==> src/hw/rtl/tstc_pkg.sv <==
// Package for the torus surface to Cartesian block.
// Holds CORDIC constants, the arctangent table and register indexes; no dependencies.
`timescale 1ns / 1ps
package tstc_pkg;

   localparam int CordicW = 34;
   localparam int PhaseW = 33;
   localparam logic signed [CordicW-1:0] GAIN_Q30 = 34'sd652032874;

   typedef enum logic [2:0] {
      REG_MAJOR  = 3'd0,
      REG_MINOR  = 3'd1,
      REG_U_LOW  = 3'd2,
      REG_U_HIGH = 3'd3,
      REG_V_LOW  = 3'd4,
      REG_V_HIGH = 3'd5
   } csr_index_type;

   function automatic logic [31:0] atan_phase(input int idx);
      logic [31:0] t;
      begin
         case (idx)
            0: t = 32'd536870912;  1: t = 32'd316933406;  2: t = 32'd167458907;
            3: t = 32'd85004756;   4: t = 32'd42667331;   5: t = 32'd21354465;
            6: t = 32'd10680862;   7: t = 32'd5340245;    8: t = 32'd2670163;
            9: t = 32'd1335087;   10: t = 32'd667544;    11: t = 32'd333772;
            12: t = 32'd166886;   13: t = 32'd83443;     14: t = 32'd41721;
            15: t = 32'd20860;    16: t = 32'd10430;     17: t = 32'd5215;
            18: t = 32'd2607;     19: t = 32'd1303;      20: t = 32'd651;
            21: t = 32'd325;      22: t = 32'd162;       23: t = 32'd81;
            24: t = 32'd40;       25: t = 32'd20;        26: t = 32'd10;
            27: t = 32'd5;        28: t = 32'd2;         29: t = 32'd1;
            default: t = 32'd0;
         endcase
         return t;
      end
   endfunction

endpackage

==> src/hw/rtl/tstc_cordic.sv <==
// Pipelined rotation-mode CORDIC producing cosine and sine (Q.16) of an angle.
// Depends on tstc_pkg. One stage register per iteration, gated by a shared enable.
`timescale 1ns / 1ps
module tstc_cordic import tstc_pkg::*; #(
   parameter int ANGLE_BITS    = 16,
   parameter int CORDIC_STAGES = 16
) (
   input  logic                         clock,
   input  logic                         enable,
   input  logic signed [ANGLE_BITS-1:0] angle,
   output logic signed [17:0]           cos_out,
   output logic signed [17:0]           sin_out
);
   localparam int Stages = (CORDIC_STAGES > 32) ? 32 : CORDIC_STAGES;

   logic signed [CordicW-1:0] x_ff [Stages+1];
   logic signed [CordicW-1:0] y_ff [Stages+1];
   logic signed [PhaseW-1:0]  z_ff [Stages+1];
   logic                      flip_ff [Stages+1];

   logic [31:0] phase_in;
   logic [31:0] phase_rot;
   logic        flip_in;

   always_comb begin
      phase_in  = 32'(angle) << (32 - ANGLE_BITS);
      flip_in   = (phase_in[31:30] == 2'd1) || (phase_in[31:30] == 2'd2);
      phase_rot = flip_in ? (phase_in + 32'h8000_0000) : phase_in;
   end

   always_ff @(posedge clock) begin
      if (enable) begin
         x_ff[0]    <= GAIN_Q30;
         y_ff[0]    <= '0;
         z_ff[0]    <= PhaseW'(signed'(phase_rot));
         flip_ff[0] <= flip_in;
      end
   end

   for (genvar i = 0; i < Stages; i++) begin : g_stage
      logic signed [CordicW-1:0] dx, dy;
      logic signed [PhaseW-1:0]  step;
      assign dx   = y_ff[i] >>> i;
      assign dy   = x_ff[i] >>> i;
      assign step = PhaseW'(atan_phase(i));
      always_ff @(posedge clock) begin
         if (enable) begin
            flip_ff[i+1] <= flip_ff[i];
            if (!z_ff[i][PhaseW-1]) begin
               x_ff[i+1] <= x_ff[i] - dx;
               y_ff[i+1] <= y_ff[i] + dy;
               z_ff[i+1] <= z_ff[i] - step;
            end else begin
               x_ff[i+1] <= x_ff[i] + dx;
               y_ff[i+1] <= y_ff[i] - dy;
               z_ff[i+1] <= z_ff[i] + step;
            end
         end
      end
   end

   logic signed [CordicW-1:0] xf, yf, xr, yr;
   always_comb begin
      xf = flip_ff[Stages] ? -x_ff[Stages] : x_ff[Stages];
      yf = flip_ff[Stages] ? -y_ff[Stages] : y_ff[Stages];
      xr = (xf + CordicW'(8192)) >>> 14;
      yr = (yf + CordicW'(8192)) >>> 14;
   end

   always_ff @(posedge clock) begin
      if (enable) begin
         cos_out <= xr[17:0];
         sin_out <= yr[17:0];
      end
   end
endmodule

==> config.mk <==
export PLATFORM = sky130hd
export DESIGN_NAME = tstc_cordic
export DESIGN_NICKNAME = d
export VERILOG_FILES = /design/src/hw/rtl/tstc_pkg.sv /design/src/hw/rtl/tstc_cordic.sv
export SDC_FILE = /design/constraint.sdc
export NUM_CORES = 2
export LEC_CHECK = 0
export BUFFER_PORTS_ARGS = -buffer_cell sky130_fd_sc_hd__clkbuf_2
export CAP_MARGIN = 10
export CORE_MARGIN = 4
export CORE_UTILIZATION = 35
export DETAILED_ROUTE_END_ITERATION = 10
export GPL_TIMING_DRIVEN = 0
export PLACE_DENSITY = 0.57
export SETUP_SLACK_MARGIN = 0.1
export SYNTH_ARGS = -nofsm -noshare
export SYNTH_HDL_FRONTEND = slang
export SYNTH_SLANG_ARGS = --single-unit
==> constraint.sdc <==
create_clock -name clock -period 5.83 [get_ports clock]
set_input_delay 0.2915 -clock clock [delete_from_list [all_inputs] [get_ports clock]]
set_output_delay 0.2915 -clock clock [all_outputs]
set_load 0.005 [all_outputs]
Word-level counts from Yosys, hierarchy flattened
Memories as Yosys holds them, arrays and structs flattened.
Cells that the tools add are included.
{ "op_classes": {"mul": 0, "add_sub_neg": 100, "shift": 0, "n_reduce_logical": 1, "n_bitwise": 48, "magnitude_cmp": 0, "n_eq_ne": 2, "div": 0, "n_mux": 149} }
{ "ops": {"columns": ["operator", "count"], "rows": [
  ["34-bit two-way mux", 32],
  ["33-bit two-way mux", 16],
  ["1-bit two-way mux", 98],
  ["32-bit two-way mux", 3],
  ["34-bit by 19-bit adder with 34-bit output", 2],
  ["34-bit by 20-bit adder with 34-bit output", 2],
  ["34-bit by 21-bit adder with 34-bit output", 2],
  ["34-bit by 22-bit adder with 34-bit output", 2],
  ["34-bit by 23-bit adder with 34-bit output", 2],
  ["34-bit by 24-bit adder with 34-bit output", 2],
  ["34-bit by 25-bit adder with 34-bit output", 2],
  ["34-bit by 26-bit adder with 34-bit output", 2],
  ["34-bit by 27-bit adder with 34-bit output", 2],
  ["34-bit by 28-bit adder with 34-bit output", 2],
  ["34-bit by 29-bit adder with 34-bit output", 2],
  ["34-bit by 30-bit adder with 34-bit output", 2],
  ["34-bit by 31-bit adder with 34-bit output", 2],
  ["34-bit by 32-bit adder with 34-bit output", 2],
  ["34-bit by 33-bit adder with 34-bit output", 2],
  ["34-bit by 19-bit subtractor with 34-bit output", 2],
  ["34-bit by 20-bit subtractor with 34-bit output", 2],
  ["34-bit by 21-bit subtractor with 34-bit output", 2],
  ["34-bit by 22-bit subtractor with 34-bit output", 2],
  ["34-bit by 23-bit subtractor with 34-bit output", 2],
  ["other kinds (51)", 111]
]} }
{ "totals": {"elab_cells": 306, "romBits": 0, "n_memories": 4, "register_bits": 36, "ram_bits": 1734, "latch_bits": 0} }
{ "memory_table": {"columns": ["memory", "words", "word_bits", "rd", "rd_ports_with_merged_regs", "write_ports", "line", "rtl"], "rows": [
  ["x_ff", 17, 34, 17, 0, 17, "tstc_cordic.sv:16", "logic signed [CordicW-1:0] x_ff [Stages+1];"],
  ["y_ff", 17, 34, 17, 0, 17, "tstc_cordic.sv:17", "logic signed [CordicW-1:0] y_ff [Stages+1];"],
  ["z_ff", 17, 33, 16, 0, 17, "tstc_cordic.sv:18", "logic signed [PhaseW-1:0] z_ff [Stages+1];"],
  ["flip_ff", 17, 1, 17, 0, 17, "tstc_cordic.sv:19", "logic flip_ff [Stages+1];"]
]} }

Logic depth before layout (Yosys ltp)
An unclocked memory read counts as a cell.
{ "depth": {"word_depth": 5, "ltp_mapped": 21, "mapped_depth_nobuf": 21} }

Worst setup path after synthesis
Ideal clock, no wire load.
{ "synth_path": {"kind": "in2reg", "from": "input port enable", "to": "memory z_ff[10][32], data pin", "t_arrival_ps": 4497, "setup_ps": 264, "path_stages": 17, "t_required_ps": 5566, "slack_ps": 1069, "cell_sequence": "clkbuf_1 clkbuf_1 clkbuf_1 nand2_1 inv_2 buf_1 ha_1 nor2b_1 o21ai_0 nand2b_1 a2111oi_0 o22ai_1 a41o_1 a221oi_1 a211oi_1 o31ai_1 xnor2_1"} }
{ "synth_rtl": {"columns": ["element", "line", "rtl"], "rows": [
  ["start: declaration", "tstc_cordic.sv:9", "input logic enable,"],
  ["end: declaration", "tstc_cordic.sv:18", null]
]} }

==> qor_table.md <==
| Group | Quantity | Value |
|:---|:---|:---|
| run status | Outcome | completed |
| sta | Max-slew violation total from the final report | 0 |
| sta | Min Clock Period, post-route | 5.51 ns |
| synthesis | Post-Synthesis Cells | 13100 |
| global route | Largest net degree at the start of global routing | 70 |
| drt | Number of search-and-repair iterations in the first detailed-routing pass | 6 |
| layout | Final layout net count | 14800 |
| floorplan | Die Outline Area | 366000 µm² |
| clock tree | Max H-tree Level | 4 |
| drt | Detail-routed net length per standard cell | 17.8 µm |
| floorplan | Total core area | 355000 µm² |
| critical path | R2r endpoint | x_ff[9][31] |
| min path | Class of the tightest hold or removal check | input pin to register |
| clock tree | Clock tree from TritonCTS | done |
| sta | RSZ-0062 raised after global routing | no |
| layout | Area used by multi-input combinational logic | 77600 µm² |
| drt | Remaining antenna violation count | 0 |
| layout | Layout Area Growth over Synthesis | 10.5% |
| clock tree | Num Clock Sinks | 1480 |
| sta | Worst-case clock skew | 0.0980 ns |
| clock tree | Worst-skew pair later-pin latency | 0.87 ns |
| drt | Number of vias per cell | 5.33 |
| clock tree | Clock Path Buffers | 4 |
| global route | GRT overflow | 0 |
| layout | Area of all sequential standard cells | 44400 µm² |
| clock tree | Total CTS buffers | 179 |
| sta | Final clock period utilization by the worst path | 0.945 |
| clock tree | Clock tree root buffer cell | clkbuf_16 |
| critical path | Startpoint class of the critical path | register |
| critical path | Arrival @ worst endpoint | 6.11 ns |
| sta | Transition time at the pin with the least slew margin | 1.22 ns |
| clock tree | Worst-path clk slew | 0.06 ns |
| global route | Number of global-route vias before repair | 93200 |
| sta | Worst slew slack as a fraction of its limit | 0.180 |
| synthesis | Syn nets | 14500 |
| floorplan | Chip Width | 605 µm |
| min path | Beginning of the worst hold path | enable |
| synthesis | Cell Area, Synth | 125000 µm² |
| sta | Hold Worst Slack | 0.0595 ns |
| critical path | Crit path capture type | register |
| layout | Highest-count cells in the layout ignoring fill and taps | edfxtp_1 (1480), ha_1 (1359), a21oi_1 (1327), xnor2_1 (1247), nor2_1 (1048) |
| synthesis | Synth warn | 0 |
| layout | Most common library cell in the layout ignoring fill and taps | edfxtp_1 |
| drt | Routed wire length | 326000 µm |
| global route | First-pass GRT wire length | 515000 µm |
| floorplan | Placement Rows | 219 |
| drt | Violation count after the first detailed-routing iteration | 6250 |
| placement | Number of port buffers | 53 |
| drt | Post-detailed-route DRC marker count | 0 |
| min path | Worst hold endpoint | z_ff[0][29] |
| layout | Number of fill cells | 35300 |
| placement | GP Congestion | 0.905 |
| synthesis | Number of flops mapped to enable cells by yosys | 1480 |
| drt | Count of vias placed by the detailed router | 97500 |
| synthesis | Post-Syn Area per Cell | 9.51 µm² |
| layout | Filler-free cell count of the finished design | 18300 |
| placement | Final HPWL from detailed placement | 263000 µm |
| floorplan | Die Height | 605 µm |
| layout | Layout cell share with drive strength beyond 1 | 0.0435 |
| floorplan | Number of top-level design ports | 54 |
| sta | Max Fclk | 181 MHz |
| synthesis | Most instantiated flip-flop cell in the synthesis netlist | edfxtp_1 |
| synthesis | Share of the yosys chip area belonging to registers | 0.356 |
| critical path | Register-to-register setup slack | 0.32 ns |
| critical path | Worst setup path class | register to register |
| critical path | Launching point of the worst reg2reg path | z_ff[8][32] |
| critical path | Critical Path Fanout Max | 10 |
| global route | Total routing usage reported by global routing | 0.173 |
| sta | Hold violation total from the final report | 0 |
| min path | Depth of the worst hold-timing path | 1 |
| sta | Endpoints failing setup | 0 |
| global route | Number of antenna violations at the first check in global routing | 7 |
| placement | Post-placement cell count | 18000 |
| critical path | Logic depth of the worst register-to-register path | 16 |
| synthesis | Register bit total from synthesis | 1480 |
| floorplan | Initial core utilization | 0.351 |
| run | Max-cap violations | 0 |
| synthesis | FFs w/ async S/R, synth | 0 |
| critical path | Crit path required time | 6.43 ns |
| synthesis | Post-synthesis cell type count | 89 |
-- kinds of logic after synthesis --
family | count (synthesis) | share of synthesized area
AOI/OAI and AO/OA | 3917 | 0.199
and+or+nand+nor | 3630 | 0.142
xor gates and xnor gates | 1805 | 0.127
DFF | 1480 | 0.356
adders and majority gates | 1404 | 0.143
buffers and inverters | 781 | 0.0235
muxes | 111 | 0.00934
-- final cells by class --
cell class | count | area share
clock buffer | 204 | 0.0336
clock inverter | 116 | 0.00883
multi-input combinational | 10900 | 0.563
antenna | 3 | 0.0000544
tap | 4751 | 0.0431
timing repair buffer | 96 | 0.00746
buffer | 223 | 0.00707
inverter | 556 | 0.0151
sequential | 1480 | 0.322
-- through the flow --
stage	setup TNS (ns)	setup slack (ns)	util	instance area [µm²]
2_1_floorplan	0	1.07	-	125000
3_3_place_gp	-	-6.97	0.369	131000
3_5_place_dp	-578.36	-2.85	0.370	132000
4_1_cts	0	0.113	0.388	138000
5_1_grt	0	0.0997	0.388	138000
6_report	0	0.320	0.388	138000
-- worst max-delay path by stage --
stage | to | slack, ns | start | depth (start not counted)
finish | x_ff[9][31] | 0.32 | z_ff[8][32] | 16
global route | x_ff[16][30] | 0.1 | enable | 22
CTS | y_ff[13][32] | 0.11 | z_ff[12][32] | 16
detailed placement | x_ff[10][29] | -2.85 | enable | 19
global placement | x_ff[10][29] | -6.97 | enable | 18
floorplan | z_ff[10][32] | 1.07 | enable | 17
-- flip-flops by register name, indices dropped and copies added (netlist names) --
register / cells
cos_out: 18
flip_ff: 17
sin_out: 18
x_ff: 482
y_ff: 509
z_ff: 436
-- per-layer routing --
metal | vias to the layer above | GRT usage | routed length (µm)
met5 | - | 0 | 0
met4 | 0 | 0.0548 | 10900
met3 | 463 | 0.0176 | 12700
met2 | 1797 | 0.305 | 158000
met1 | 45700 | 0.220 | 144000
li1 | 49600 | - | -
-- timing repair --
item | 4_1_cts | 5_1_grt
setup endpoints to repair | 305 | 79
hold buffers | 18 | 0
pin swaps | 1 | 0
buffers inserted | 1 | 0
resized for setup | 27 | 64
endpoints found under the hold margin | 18 | 0
-- Yosys cell counts (23+ instances only) --
master     count  area (µm²)
nand3_1      261        1310
o31ai_1      143        1070
nor2b_1      183        1140
nand2b_1     205        1280
xor2_1       558        4890
o21a_1       174        1310
inv_1        547        2050
fa_1          44         881
a21boi_0      54         405
a2111oi_0     33         289
and4_1        33         289
a31oi_1      138         863
a211oi_1     139        1040
o31a_1        31         272
nor4_1       101         632
a211o_1       41         359
nor2_1      1049        3940
nand3b_1      45         338
and3_1       135         845
or4_1         45         338
nand4_1       83         519
a21oi_1     1329        6650
nor3_1       371        1860
o21bai_1     157        1180
o41ai_1       57         499
ha_1        1359       17000
nor3b_1       32         240
edfxtp_1    1480       44400
or2_2         50         313
mux2i_1       67         671
xnor2_1     1247       10900
a311oi_1      25         219
mux2_2        44         495
o21ai_0      678        3390
and2_1        59         369
buf_1         41         154
clkbuf_1     184         691
o211ai_1      80         601
nand2_1      809        3040
a21o_1       553        4150
or3_1        117         732
o311ai_0      33         289
a31o_2        23         201
-- worst max-delay path, cell delays in order (launching register included) --
cell      delay, ns
edfxtp_1       0.42
nand2_2        0.33
clkbuf_2       0.35
clkbuf_1       0.52
o31ai_1        0.18
xnor2_1        0.42
ha_1           0.39
nand3_1        0.13
a211oi_1       0.08
o31ai_1        0.63
a311oi_2       0.27
o21ai_0        0.35
o211ai_1       0.18
a32o_1         0.29
a2111o_1       0.30
a21oi_1        0.19
xnor2_1        0.22
Power is not shown: default switching activity piles up to over one toggle a cycle in this logic, so the estimate is an artifact.
