--- config.mk ---
export PLATFORM = sky130hd
export DESIGN_NAME = tstc_mix
export DESIGN_NICKNAME = d
export VERILOG_FILES = /design/src/hw/rtl/tstc_pkg.sv /design/src/hw/rtl/tstc_mix.sv
export SDC_FILE = /design/constraint.sdc
export NUM_CORES = 2
export LEC_CHECK = 0
export BUFFER_PORTS_ARGS = -buffer_cell sky130_fd_sc_hd__buf_2
export CELL_PAD_IN_SITES_DETAIL_PLACEMENT = 0
export CELL_PAD_IN_SITES_GLOBAL_PLACEMENT = 1
export CORE_UTILIZATION = 48
export CTS_BUF_LIST = sky130_fd_sc_hd__clkbuf_2
export CTS_CLUSTER_SIZE = 30
export DETAILED_ROUTE_END_ITERATION = 8
export PLACE_DENSITY_LB_ADDON = 0.15
export SYNTH_ARGS = -nofsm -noshare
export SYNTH_HDL_FRONTEND = slang
export SYNTH_SLANG_ARGS = --single-unit
export TNS_END_PERCENT = 5
--- constraint.sdc ---
create_clock -name clock -period 7.7 [get_ports clock]
set_clock_uncertainty 0.2 [all_clocks]
set_input_delay 1.925 -clock clock [delete_from_list [all_inputs] [get_ports clock]]
set_output_delay 1.925 -clock clock [all_outputs]
set_load 0.01 [all_outputs]
--- src/hw/rtl/tstc_pkg.sv ---
// Package for the torus surface to Cartesian block.
// Holds CORDIC constants, the arctangent table and register indexes; no dependencies.
`timescale 1ns / 1ps
package tstc_pkg;

   localparam int CordicW = 34;
   localparam int PhaseW = 33;
   localparam logic signed [CordicW-1:0] GAIN_Q30 = 34'sd652032874;

   typedef enum logic [2:0] {
      REG_MAJOR  = 3'd0,
      REG_MINOR  = 3'd1,
      REG_U_LOW  = 3'd2,
      REG_U_HIGH = 3'd3,
      REG_V_LOW  = 3'd4,
      REG_V_HIGH = 3'd5
   } csr_index_type;

   function automatic logic [31:0] atan_phase(input int idx);
      logic [31:0] t;
      begin
         case (idx)
            0: t = 32'd536870912;  1: t = 32'd316933406;  2: t = 32'd167458907;
            3: t = 32'd85004756;   4: t = 32'd42667331;   5: t = 32'd21354465;
            6: t = 32'd10680862;   7: t = 32'd5340245;    8: t = 32'd2670163;
            9: t = 32'd1335087;   10: t = 32'd667544;    11: t = 32'd333772;
            12: t = 32'd166886;   13: t = 32'd83443;     14: t = 32'd41721;
            15: t = 32'd20860;    16: t = 32'd10430;     17: t = 32'd5215;
            18: t = 32'd2607;     19: t = 32'd1303;      20: t = 32'd651;
            21: t = 32'd325;      22: t = 32'd162;       23: t = 32'd81;
            24: t = 32'd40;       25: t = 32'd20;        26: t = 32'd10;
            27: t = 32'd5;        28: t = 32'd2;         29: t = 32'd1;
            default: t = 32'd0;
         endcase
         return t;
      end
   endfunction

endpackage

--- src/hw/rtl/tstc_mix.sv ---
// Combine stage: ring radius, then x/y/z products with rounding and saturation.
// Depends on tstc_pkg; four register stages gated by a shared enable.
`timescale 1ns / 1ps
module tstc_mix import tstc_pkg::*; #(
   parameter int RADIUS_BITS = 16
) (
   input  logic                   clock,
   input  logic                   enable,
   input  logic [RADIUS_BITS-1:0] major_radius,
   input  logic [RADIUS_BITS-1:0] minor_radius,
   input  logic                   err_in,
   input  logic signed [17:0]     cu,
   input  logic signed [17:0]     su,
   input  logic signed [17:0]     cv,
   input  logic signed [17:0]     sv,
   output logic signed [17:0]     x_pos,
   output logic signed [17:0]     y_pos,
   output logic signed [16:0]     z_pos,
   output logic                   window_miss
);
   localparam int RingW = RADIUS_BITS + 20;
   localparam int ProdW = RingW + 18;

   // stage A: r*cos v, r*sin v
   logic signed [RADIUS_BITS+18:0] rc_ff, rs_ff;
   logic signed [17:0] cu_a_ff, su_a_ff;
   logic [RADIUS_BITS-1:0] maj_a_ff;
   logic err_a_ff;
   // stage B: ring rounded
   logic signed [RingW-1:0] ring_ff;
   logic signed [17:0] cu_b_ff, su_b_ff;
   logic signed [RADIUS_BITS+18:0] zr_b_ff;
   logic err_b_ff;
   // stage C: products
   logic signed [ProdW-1:0] xp_ff, yp_ff;
   logic signed [RADIUS_BITS+18:0] zr_c_ff;
   logic err_c_ff;

   logic signed [RingW+12:0] ring_full;
   logic signed [RingW+12:0] ring_rnd;
   logic signed [ProdW-1:0]  xr, yr;
   logic signed [RADIUS_BITS+18:0] zr;

   always_comb begin
      ring_full = $signed({1'b0, maj_a_ff, 16'd0}) + rc_ff;
      ring_rnd  = (ring_full + (RingW+13)'(2048)) >>> 12;
      xr = (xp_ff + ProdW'(64'sd524288)) >>> 20;
      yr = (yp_ff + ProdW'(64'sd524288)) >>> 20;
      zr = (zr_c_ff + (RADIUS_BITS+19)'(32768)) >>> 16;
   end

   function automatic logic signed [17:0] sat18(input logic signed [ProdW-1:0] v);
      if (v > ProdW'(131071)) return 18'sd131071;
      else if (v < -ProdW'(131072)) return -18'sd131072;
      else return v[17:0];
   endfunction

   function automatic logic signed [16:0] sat17(input logic signed [RADIUS_BITS+18:0] v);
      if (v > (RADIUS_BITS+19)'(65535)) return 17'sd65535;
      else if (v < -(RADIUS_BITS+19)'(65536)) return -17'sd65536;
      else return v[16:0];
   endfunction

   always_ff @(posedge clock) begin
      if (enable) begin
         rc_ff    <= $signed({1'b0, minor_radius}) * cv;
         rs_ff    <= $signed({1'b0, minor_radius}) * sv;
         cu_a_ff  <= cu;
         su_a_ff  <= su;
         maj_a_ff <= major_radius;
         err_a_ff <= err_in;

         ring_ff  <= ring_rnd[RingW-1:0];
         cu_b_ff  <= cu_a_ff;
         su_b_ff  <= su_a_ff;
         zr_b_ff  <= rs_ff;
         err_b_ff <= err_a_ff;

         xp_ff    <= ring_ff * cu_b_ff;
         yp_ff    <= ring_ff * su_b_ff;
         zr_c_ff  <= zr_b_ff;
         err_c_ff <= err_b_ff;

         x_pos       <= err_c_ff ? '0 : sat18(xr);
         y_pos       <= err_c_ff ? '0 : sat18(yr);
         z_pos       <= err_c_ff ? '0 : sat17(zr);
         window_miss <= err_c_ff;
      end
   end
endmodule

# --- After elaboration in Yosys (flattened, before gate mapping) ---
# Index checks and enable logic that the tools add are counted.
totals:
  register_bits: 418
  in_bits: 107
  out_inout_bits: 54
op_classes:
  add_sub_neg: 5
  n_mul: 4
  order_cmp: 6
  mux: 6
  reduce_logical: 3
ops:
  columns: ["operator", "n"]
  rows:
  - ["54-bit by 21-bit adder with 54-bit output (second input constant)", 2]
  - ["25-bit by 18-bit multiplier with 43-bit output", 2]
  - ["17-bit by 18-bit multiplier with 35-bit output", 2]
  - ["34-bit by 18-bit > comparator with 1-bit output (second input constant)", 2]
  - ["34-bit by 18-bit less-than comparator with 1-bit output (second input constant)", 2]
  - ["17-bit 2-to-1 mux", 3]
  - ["36-bit by 13-bit adder with 37-bit output (second input constant)", 1]
  - ["33-bit by 35-bit adder with 36-bit output", 1]
  - ["18-bit 2-to-1 mux", 2]
  - ["35-bit by 17-bit adder with 35-bit output (second input constant)", 1]
  - ["19-bit by 17-bit > comparator with 1-bit output (second input constant)", 1]
  - ["19-bit by 17-bit less-than comparator with 1-bit output (second input constant)", 1]
  - ["16-bit 2-to-1 mux", 1]
  - ["2-bit OR reduction", 3]

# --- Logic depth before layout (Yosys ltp) ---
depth:
  word_depth: 4
  ltp_mapped: 26

# --- Least setup slack after synthesis ---
# No wires, ideal clock.
synth_timing:
  path_kind: "input-to-reg"
  startpoint: "input port minor_radius[2]"
  endpoint: "register rc_ff[33], data pin"
  t_arrival_ns: 7.911
  slack_ns: -0.668
  stages: 24
  path_buffers: 2
  path_cell_list: "clkbuf_1 clkbuf_1 nand2_1 fa_1 inv_1 fa_1 inv_1 fa_1 fa_1 inv_1 fa_1 inv_1 fa_1 inv_1 ha_1 a21oi_2 o21ai_1 a311o_1 a31o_1 or3_4 a41o_1 a21bo_1 a21oi_2 xnor2_1"
synth_via:
  elab_chain_cells: 1
synth_lines:
  columns: ["element", "line", "rtl"]
  rows:
  - ["start, declared", "tstc_mix.sv:10", "input logic [RADIUS_BITS-1:0] minor_radius,"]
  - ["17-bit by 18-bit multiplier with 35-bit output", "tstc_mix.sv:66", "rc_ff <= $signed({1'b0, minor_radius}) * cv;"]
  - ["end signal, assigned", "tstc_mix.sv:66", null]
  - ["end, declared", "tstc_mix.sv:25", "logic signed [RADIUS_BITS+18:0] rc_ff, rs_ff;"]
# Every way passes these cells.
# A chain may end at the register's enable or synchronous reset.

# --- Worst setup path in the final report ---
layout_timing:
  startpoint: "register ring_ff[7]"
  endpoint: "register xp_ff[40], data pin"
layout_via:
  elab_chain_cells: 1
layout_lines:
  columns: ["element", "line", "rtl"]
  rows:
  - ["start, declared", "tstc_mix.sv:30", "logic signed [RingW-1:0] ring_ff;"]
  - ["start signal, assigned", "tstc_mix.sv:73", "ring_ff <= ring_rnd[RingW-1:0];"]
  - ["25-bit by 18-bit multiplier with 43-bit output", "tstc_mix.sv:79", "xp_ff <= ring_ff * cu_b_ff;"]
  - ["end signal, assigned", "tstc_mix.sv:79", null]
  - ["end, declared", "tstc_mix.sv:35", "logic signed [ProdW-1:0] xp_ff, yp_ff;"]
# Every way passes these cells.

==> results list <==
- Met2 track demand over resource: 0.431
- Global-route track usage on met1: 0.318
- At the end of routability-driven placement, the weighted congestion stood at 0.874.
- The number of gates resized after CTS was 0.
- Timing analysis after detailed placement gives a worst setup slack of -0.706 ns.
- For the pin with the worst max-slew slack, the measured transition is 1.11 ns.
- The path class of the tightest hold or removal check is reg -> reg.
- The path with the worst hold slack has its endpoint at cu_b_ff[14].
- Max Cap Viol: 0
- On the critical path the largest part of the delay comes from adder cells.
- Buffers placed on the I/O ports in this run total 160.
* Clock transition at the registers of the reported paths: 0.11 ns
- Of all nets on the critical path, the largest fanout is 14.
* Total Nets Final: 8841
* Upper clock frequency limit: 0.138 GHz
- Setup repair after global routing left no endpoint under its margin.
- Iteration-0 DRC count of the detailed router: 1934
- Syn_nets: 8487
- For this run, the slowest stage of the critical path takes 0.90 ns.
* Arrival time of the worst setup path: 8.10 ns
- Cell type with the highest occurrence count on the critical path: sky130_fd_sc_hd__fa_1
* Initial antenna violation count: 13
* Layout filler cell count: 12200
- Number of enable-type register cells in the synthesized netlist: 302
- Syn Std Cell Area: 0.0633 mm^2
- Layer with the highest usage: met2
* Number of standard-cell rows in the floorplan: 132
- Max Transition Viols Final: 0
* # IOs: 161
- Share of cells above drive strength 1: 0.100
* Final Instance Area: 0.0693 mm^2
- In the final routed layout, each cell accounts on average for 17.7 um.
* Number of standard cells after synthesis: 6520
- The initial utilization of the core area, before any placement, comes to 0.487.
- In the routed layout, each cell is associated on average with a via count of 4.99.
* Vias in the first global route: 47700
- Prevailing post-synth register cell: sky130_fd_sc_hd__edfxtp_1
* Post-synthesis sequential element count: 302
- Total via count in the routed design: 43300
* Synthesized area per cell: 9.71 um^2
- Final setup violation count: 0
- Critical-path cell list: buf_4 > and2_1 > fa_1 > inv_1 > fa_1 > fa_1 > inv_1 > fa_1 > fa_1 > inv_1 > fa_1 > inv_1 > ha_1 > nand4_1 > a21oi_1 > o21ai_0 > a311o_1 > a21boi_1 > o211ai_1 > o21ai_1 > a31oi_1 > xnor2_1
- DR DRC count: 0
* Clock tree from TritonCTS: built
- Cts-stage hold buffer count: 0
* Sum of buffers and inverters on the critical path: 5
- WP data required: 8.53 ns
- The library cell used most frequently in the layout, excluding fill and tap cells, is sky130_fd_sc_hd__inv_1.
- Die Footprint: 0.133 mm^2
* Startpoint-to-endpoint class of the critical path: reg -> reg
- Die Span Y: 365 um
- STA classifies the critical path startpoint as a flip-flop.
* Max Root-Sink Buffers: 3
- From left edge to right edge, the die measures 365 um.
- Detailed Routing Iterations Pass 1: 5
- Relative slew slack: 0.263
- Wires add up to 154000 um.
* Area of the placeable core: 0.130 mm^2
- Across all register-to-register paths, the minimum setup slack is 0.43 ns.
* H-tree depth: 3
- Relative to the synthesized area, the layout overhead comes to 9.48%.
- Met3 usage in global routing: 0.0268
* HPWL Detailed: 130000 um
- Run status: finished clean
- Tightest hold margin: 0.176 ns
- Cell depth of the worst flop-to-flop path: 22
* Worst r2r dst: xp_ff[40]
- Overall overflow remaining after global route: 0
- Of the synthesized area, sequential elements account for 0.143.
- Hold Fails Final Rpt: 0
- Origin of the worst min-delay path: cu_a_ff[14]
* Global router's overall resource usage: 0.245
- The first global-routing pass estimated 254000 um of wire.
- Counting I/O delays and the setup requirement, the final critical path takes 7.27 ns.
* CTS Buf Count: 78
* Worst path setup slack after routing: 0.429 ns
- Critical Path Sink Type: flip-flop
- Total of warnings raised by yosys: 0
- Largest net degree at the start of global routing: 122
- In this run the remaining antenna-violating nets after routing total 0.
- Clock Root Buffer: sky130_fd_sc_hd__clkbuf_2
- Dividing the final minimum period by the clock period gives 0.944.
* Clk Latency, worst-skew pair: 1.34 ns
* Post-place instance area: 0.0686 mm^2
- Distinct cell type count after synthesis: 64
* Worst path slowest cell: sky130_fd_sc_hd__edfxtp_1
- In this run the critical register-to-register path is launched from ring_ff[7].
* Sink count of the clock tree: 302
- Leading cell types in the layout, fill and taps excluded: sky130_fd_sc_hd__inv_1, sky130_fd_sc_hd__fa_1, sky130_fd_sc_hd__nand2_1
- Counting instances, the worst hold path has a depth of 0.
- FFs w/ async S/R, synth: 0
* Post-CTS setup buffers: 0
==> Yosys cell counts (17+ instances only) <==
master	instances	share of area
sky130_fd_sc_hd__nand3_1	54	0.0043
sky130_fd_sc_hd__inv_1	1737	0.10
sky130_fd_sc_hd__a21o_1	49	0.0058
sky130_fd_sc_hd__o21ai_0	87	0.0069
sky130_fd_sc_hd__nor2_1	117	0.0069
sky130_fd_sc_hd__xor2_1	77	0.011
sky130_fd_sc_hd__fa_1	1462	0.46
sky130_fd_sc_hd__xnor2_1	112	0.015
sky130_fd_sc_hd__o21a_1	17	0.0020
sky130_fd_sc_hd__clkbuf_1	281	0.017
sky130_fd_sc_hd__and3_1	26	0.0026
sky130_fd_sc_hd__nor3_1	24	0.0019
sky130_fd_sc_hd__nand4_1	22	0.0022
sky130_fd_sc_hd__nand2_1	962	0.057
sky130_fd_sc_hd__a21oi_1	89	0.0070
sky130_fd_sc_hd__edfxtp_1	302	0.14
sky130_fd_sc_hd__nand2b_1	21	0.0021
sky130_fd_sc_hd__ha_1	398	0.079
sky130_fd_sc_hd__and2_1	517	0.051
sky130_fd_sc_hd__a211oi_1	19	0.0023
==> registers in the layout, indices dropped and copies added (netlist names), 20 cells and up <==
signal / count
zr_b_ff: 20
zr_c_ff: 20
rs_ff: 20
rc_ff: 24
yp_ff: 24
ring_ff: 25
xp_ff: 24
==> worst register-to-register path, cell delays in order (launching register included) <==
cell and delay (ns):
sky130_fd_sc_hd__edfxtp_1 0.90, sky130_fd_sc_hd__buf_4 0.31, sky130_fd_sc_hd__and2_1 0.16, sky130_fd_sc_hd__fa_1 0.41, sky130_fd_sc_hd__inv_1 0.08, sky130_fd_sc_hd__fa_1 0.44
sky130_fd_sc_hd__fa_1 0.52, sky130_fd_sc_hd__inv_1 0.06, sky130_fd_sc_hd__fa_1 0.49, sky130_fd_sc_hd__fa_1 0.49, sky130_fd_sc_hd__inv_1 0.05, sky130_fd_sc_hd__fa_1 0.47
sky130_fd_sc_hd__inv_1 0.04, sky130_fd_sc_hd__ha_1 0.34, sky130_fd_sc_hd__nand4_1 0.10, sky130_fd_sc_hd__a21oi_1 0.11, sky130_fd_sc_hd__o21ai_0 0.14, sky130_fd_sc_hd__a311o_1 0.41
sky130_fd_sc_hd__a21boi_1 0.33, sky130_fd_sc_hd__o211ai_1 0.28, sky130_fd_sc_hd__o21ai_1 0.33, sky130_fd_sc_hd__a31oi_1 0.14, sky130_fd_sc_hd__xnor2_1 0.14
==> cells by family (layout without fill, tap and decap cells) <==
logic type / count (synthesis) / in the layout / synth area share
multiplexers: 1 / 1 / 0.000178
flip-flops: 302 / 302 / 0.143
AND/OR/NAND/NOR: 1791 / 1791 / 0.134
adder cells (fa/ha/maj): 1860 / 1860 / 0.541
AO/OA/AOI/OAI: 358 / 358 / 0.0365
other: 0 / 7 / 0
XOR/XNOR: 189 / 189 / 0.0261
buffers and inverters: 2019 / 2432 / 0.120
==> metal layers <==
metal  wire (um)  vias to the layer above
met5          21                        -
met4        4030                        4
met3        6860                      174
met2       78000                      862
met1       64600                    22500
li1            -                    19800
==> per-stage QoR <==
stage          utilization  cells  TNS (ns)
3_5_place_dp         0.527   8536    -13.27
3_3_place_gp         0.527   8536    -10.92
6_report             0.533   8682         0
2_1_floorplan            -   6520    -0.626
4_1_cts              0.533   8675         0
5_1_grt              0.533   8680         0
==> final cells by class <==
class	count	area, um^2	area share
Clock buffer	102	510	0.00736
Antenna cell	7	17.5	0.000253
Inverter	1737	6520	0.0940
Sequential cell	302	9070	0.131
Tap cell	1742	2180	0.0314
Multi-Input combinational cell	4199	46800	0.674
Timing Repair Buffer	556	4060	0.0585
Clock inverter	37	214	0.00309
==> how the worst max path moves through the flow <==
stage	start	end	slack, ns	cells after the start
floorplan	minor_radius[2]	rc_ff[33]	-0.10	24
detailed placement	minor_radius[2]	rc_ff[29]	-0.71	24
global route	ring_ff[7]	xp_ff[39]	0.05	22
finish	ring_ff[7]	xp_ff[40]	0.43	22
CTS	cu_b_ff[6]	xp_ff[40]	0.40	21
global placement	minor_radius[2]	rc_ff[29]	-0.65	24
Power is not shown: default switching activity piles up to over one toggle a cycle in this logic, so the estimate is an artifact.
